$ cat src/mcbp_ctrl_table.sv
// Per-pipe control table: pointers, fill count and open flags in a memory,
// plus an existence flag per pipe in flip-flops cleared by reset. No package use.
module mcbp_ctrl_table #(
    parameter int ENTRIES = 8,
    parameter int SLOT_W  = 3,
    parameter int WIDTH   = 27
) (
    input  logic              clk,
    input  logic              rst_n,
    input  logic              rd_en,
    input  logic [SLOT_W-1:0] rd_addr,
    output logic [WIDTH-1:0]  rd_data,
    output logic              rd_exists,
    input  logic              wr_en,
    input  logic [SLOT_W-1:0] wr_addr,
    input  logic [WIDTH-1:0]  wr_data,
    input  logic              wr_exists
);

    logic [WIDTH-1:0]   mem [ENTRIES];
    logic [ENTRIES-1:0] exists_reg;

    always_ff @(posedge clk) begin
        if (wr_en) begin
            mem[wr_addr] <= wr_data;
        end
        if (rd_en) begin
            rd_data <= mem[rd_addr];
        end
    end

    // Existence flag: entry contents are meaningless while it is clear
    always_ff @(posedge clk) begin
        if (!rst_n) begin
            exists_reg <= '0;
            rd_exists  <= 1'b0;
        end else begin
            if (wr_en) begin
                exists_reg[wr_addr] <= wr_exists;
            end
            if (rd_en) begin
                rd_exists <= exists_reg[rd_addr];
            end
        end
    end

endmodule

$ cat config.mk
export PLATFORM = sky130hd
export DESIGN_NAME = mcbp_ctrl_table
export DESIGN_NICKNAME = d
export VERILOG_FILES = /design/src/mcbp_ctrl_table.sv
export SDC_FILE = /design/constraint.sdc
export NUM_CORES = 1
export LEC_CHECK = 0
export BUFFER_PORTS_ARGS = -buffer_cell sky130_fd_sc_hd__buf_2
export CAP_MARGIN = 10
export CORE_UTILIZATION = 55
export DETAILED_ROUTE_END_ITERATION = 10
export PLACE_DENSITY = 0.8
export SLEW_MARGIN = 25
export SYNTH_ARGS = -nofsm -noshare
export SYNTH_HDL_FRONTEND = slang
export SYNTH_SLANG_ARGS = --single-unit
$ cat constraint.sdc
create_clock -name clk -period 5.5 [get_ports clk]
set_clock_uncertainty 0.15 [all_clocks]
set_input_delay 1.1 -clock clk [delete_from_list [all_inputs] [get_ports clk]]
set_output_delay 1.1 -clock clk [all_outputs]
set_load 0.005 [all_outputs]
Yosys cells after proc, flatten, opt, wreduce, memory -nomap -nowiden
Memories as Yosys holds them, arrays and structs flattened. A register that Yosys moved wholly into a read port is not among the register bits.
Cells that the tools add are included.

word-level totals
  flip-flop bits (word level) = 9
  memory bits (writable) = 216
  bits of input ports = 38
  output and inout bits = 28
  memories kept = 1

memories
  name  words  width  rd ports  clocked after Yosys merged registers in  write ports  RTL line  source
  mem   8      27     1         1                                        1            20        logic [WIDTH-1:0] mem [ENTRIES];

cells by class
  $lt $le $gt $ge = 3
  multiplexer cells = 7
  reductions and logical operators = 1

operators with widths
  kind                  number
  $bwmux W8             1
  $lt A3 B4 Y1 const B  2
  $mux W1               4
  $bmux W1 S3           1
  $demux W1 S3          1
  $ge A3 B1 Y1 const B  1
  $logic_and A1 B1 Y1   1

Depth between registers and ports, before layout
  depth after elaboration = 5
  depth in mapped cells = 6
  gate-level depth less buffers = 3

Worst setup path before layout
Ideal clock, no wire load.

  kind = input port to flip-flop
  from = input port wr_addr[1]
  to = register exists_reg[0]
  arrival = 4.580 ns
  data required time = 5.232 ns
  setup slack = 0.652 ns
  cell stages on the path = 3
  cell sequence = nor4b_1 mux2i_1 nor2b_1

between the ends
  longest elaborated chain between the ends = 5

RTL lines
  what                                                                RTL line  source
  start: declaration                                                  15        input logic [SLOT_W-1:0] wr_addr,
  $lt A3 B4 Y1 (not written as such) or $ge A3 B1 Y1 (tied branches)  39        exists_reg[wr_addr] <= wr_exists;
  $logic_and A1 B1 Y1 (not written as such)                           39
  $mux W1 (not written as such)                                       39
  $demux W1 S3 (*)                                                    39
  $bwmux W8 (*)                                                       39
  end signal: indexed assignment                                      39
  end: declaration                                                    21        logic [ENTRIES-1:0] exists_reg;

Mark *: on every way between the ends. The rest lies on a longest branch, timed or not.
A chain may end at the register's enable or synchronous reset.

==> key figures <==
Run status
  • Run status: complete, no violations

Clock tree
  • Clock sinks: between 200 and 300
  • Quantity of hold-fixing buffers added after cts: 0
  • Clock tree root driver cell: sky130_fd_sc_hd__clkbuf_16
  • TritonCTS clock tree: built
  • Clock transition at path regs: 70 ps
  • Number of buffers added by the clock tree synthesis step: 25
  • Total number of H-tree levels: 1
  • Resized Gates After CTS: 0
  • Longest Clk Path Bufs: 3
  • Number of post-CTS setup repair buffers: 0
  • Worst skew pair latency: between 500 and 600 ps

Yosys
  • Yosys warning total: 0
  • Combinational family with the most area after synthesis: multiplexers
  • Leading area contributor after synthesis: sky130_fd_sc_hd__edfxtp_1
  • Simple logic cell fraction of the synthesized area: 0.0137
  • XOR/XNOR share of the synthesized area: 0
  • Fraction of synthesized area in multiplexers: 0.176
  • Compound-cell area share of the yosys netlist: 0.00146
  • Syn avg cell area: around 24 um^2
  • Post-Synthesis Cell Area: approximately 9400 um^2
  • Adder-Cell Fraction of Synth Area: 0
  • FF+latch count, synth: about 250
  • Cell types with the largest area share after synthesis: sky130_fd_sc_hd__edfxtp_1 77%, sky130_fd_sc_hd__mux4_2 13%, sky130_fd_sc_hd__mux2_2 3.2%
  • Cell variety after synth: 18
  • Share of the synthesized area in the top cell type: 0.774
  • Synth Net Count: around 420
  • Sequential cell area fraction in the yosys report: 0.794
  • Number of standard cells after synthesis: 385

Hold path
  • End of the worst hold path: exists_reg[5]
  • Number of instances on the worst hold path: 2
  • Worst min path class: reg -> reg
  • HP Start: exists_reg[5]

GRT
  • Overflow after GRT: 0
  • Wire length of the first global-routing pass: between 20000 and 30000 um
  • Met2 Usage GRT: 0.329
  • GR Util All Layers: 0.204
  • M3 GR Usage: 0.0379
  • Via count of the first global-routing pass: roughly 4500
  • Number of antenna violations at the first check in global routing: 1
  • Most Crowded Layer GR: met2
  • Met1 global-route usage: 0.286
  • Maximum number of pins on one net before global-route repair: 48

Detailed routing
  • Post-route DRC: 0
  • Antenna-violating nets left: 0
  • First DRT Iteration DRCs: 320
  • Via count of the routed design: about 4200
  • Detail-routed via count per cell: between 5 and 6
  • Final wirelength: approximately 17000 um
  • Detailed-route wire length per cell: 24.2 um
  • Drt first pass iters: 4

Floorplanning
  • Die ar.: 17700 um^2
  • Floorplan core area: 16600 um^2
  • Ports placed on the boundary: 66
  • Initial core utilization: 0.566
  • Number of placement rows: between 40 and 50
  • Width of the die: roughly 130 um
  • Die extent in y: 133 um

Timing
  • Unrepaired setup endpoints after global routing: no
  • Min cycle time layout: between 2000 and 3000 ps
  • Max-slew headroom at the worst pin: 0.328
  • Share of the cycle needed by the critical path after routing: 0.543
  • Slew at the pin closest to its max-slew limit: a little over 1000 ps
  • Post-route worst setup slack: around 2500 ps
  • Maximum clock rate: 335 MHz
  • Final setup violation count: 0
  • Final hold violation count: 0
  • Setup TNS: 0 ps
  • Worst hold slack after final layout: 377 ps
  • Max-slew violation count: 0

Power
  • Sequential cell fraction of total power: 0.528
  • Worst IR Drop VDD: between 0.2 and 0.3 mV
  • Total design power: roughly 4.2 mW
  • Cell internal power dissipation: approximately 3.4 mW
  • Power density over cell area: just under 400 nW/um^2
  • Static power due to leakage: about 3.6 nW
  • Part of the total power dissipated in combinational logic: 0.048
  • Switching fraction of total power: 0.194
  • Sw power: 0.807 mW
  • Portion of total power attributed to the clock network: 0.424

Run
  • Count of maximum capacitance violations: 0

Place
  • HPWL reported at the end of detailed placement: a little under 9000 um
  • Number of I/O port buffers: 65
  • Place WS: a little under 2000 ps
  • Placer's final routability congestion estimate: approximately 0.7

Critical path
  • Required time of the worst setup path: 5620 ps
  • Setup crit start kind: primary input
  • Category of the most critical setup path: in -> reg
  • CP max FO: 47
  • Kind of end point of the critical path: flip-flop
  • R2r setup slk: 3890 ps
  • Capture instance of the worst register-to-register path: rd_data[13]
  • Length in cells of the worst reg-to-reg path: 2
  • Reg-to-reg critical path startpoint: mem[7][13]
  • Data arrival time of the worst path: around 3100 ps

Cells and area
  • Post-layout nets: 505
  • Largest register FFs: roughly 220
  • Share of cells above drive strength 1: 0.408
  • Layout overhead on the synthesized area: 14.9%
  • Commonest non-fill, non-tap cell in the layout: sky130_fd_sc_hd__edfxtp_1
  • FILL cells: about 1100
  • Commonest cells after routing, fill and taps aside: 243 x sky130_fd_sc_hd__edfxtp_1, 64 x sky130_fd_sc_hd__buf_2, 55 x sky130_fd_sc_hd__mux4_2, 27 x sky130_fd_sc_hd__mux2_2, 25 x sky130_fd_sc_hd__clkbuf_16
  • Number of antenna diodes: 0
## cell usage after synthesis
library cell and instances:
sky130_fd_sc_hd__a21oi_2 1, sky130_fd_sc_hd__and4bb_2 3, sky130_fd_sc_hd__buf_1 2, sky130_fd_sc_hd__buf_12 3, sky130_fd_sc_hd__buf_2 4, sky130_fd_sc_hd__buf_6 1, sky130_fd_sc_hd__clkbuf_1 7, sky130_fd_sc_hd__dfxtp_1 9
sky130_fd_sc_hd__edfxtp_1 243, sky130_fd_sc_hd__inv_1 4, sky130_fd_sc_hd__mux2_2 27, sky130_fd_sc_hd__mux2i_1 12, sky130_fd_sc_hd__mux4_2 55, sky130_fd_sc_hd__nand4_1 1, sky130_fd_sc_hd__nand4b_1 3, sky130_fd_sc_hd__nor2b_1 8
sky130_fd_sc_hd__nor4b_1 1, sky130_fd_sc_hd__o21ai_0 1
## final cells by class
| class | instances | area, um^2 | area share |
|---|---|---|---|
| clock buffers | 29 | 651 | 0.0601 |
| clock inverters | 16 | 216 | 0.0200 |
| inverters | 4 | 15.0 | 0.00139 |
| multi-input cells | 112 | 1810 | 0.167 |
| flip-flops and latches | 252 | 7480 | 0.691 |
| well taps | 220 | 275 | 0.0254 |
| repair buffers | 72 | 380 | 0.0351 |
## cells by family after synthesis
group                  Yosys count
flip-flops                     252
multiplexers                    94
buffers and inverters           21
AND/OR/NAND/NOR                 16
AO/OA/AOI/OAI                    2
## critical path: stages
cell	delay (ps)
sky130_fd_sc_hd__buf_4	720
sky130_fd_sc_hd__buf_4	420
sky130_fd_sc_hd__mux4_2	570
sky130_fd_sc_hd__mux2_2	280
## through the flow
step	instances	area (um^2)	utilization
6_report	705	10800	0.651
5_1_grt	705	10800	0.651
4_1_cts	705	10800	0.651
3_5_place_dp	660	9960	0.598
3_3_place_gp	660	9960	0.598
2_1_floorplan	385	9420	-
## power by group through the flow
stage	combinational (mW)	clock [mW]	sequential, mW
after floorplan	0.120	0	2.24
after global placement	0.194	0	2.24
after detailed placement	0.201	0	2.24
after CTS	0.203	1.79	2.20
after global routing	0.216	1.86	2.21
final	0.199	1.77	2.20
## how the worst max path moves through the flow
stage | from | to | cells past startpoint
finish | rd_addr[0] | rd_data[13] | 4
global route | rd_addr[0] | rd_data[13] | 4
CTS | rd_addr[0] | rd_data[13] | 4
detailed placement | rd_addr[0] | rd_data[12] | 4
global placement | rd_addr[0] | rd_data[26] | 4
floorplan | wr_addr[1] | exists_reg[0] | 3
## layer usage
metal	routed length (um)	vias to the layer above
li1	-	1801
met1	7230	2196
met2	8460	143
met3	1030	28
met4	303	2
met5	12	-
(Power assumes the default switching activity.)
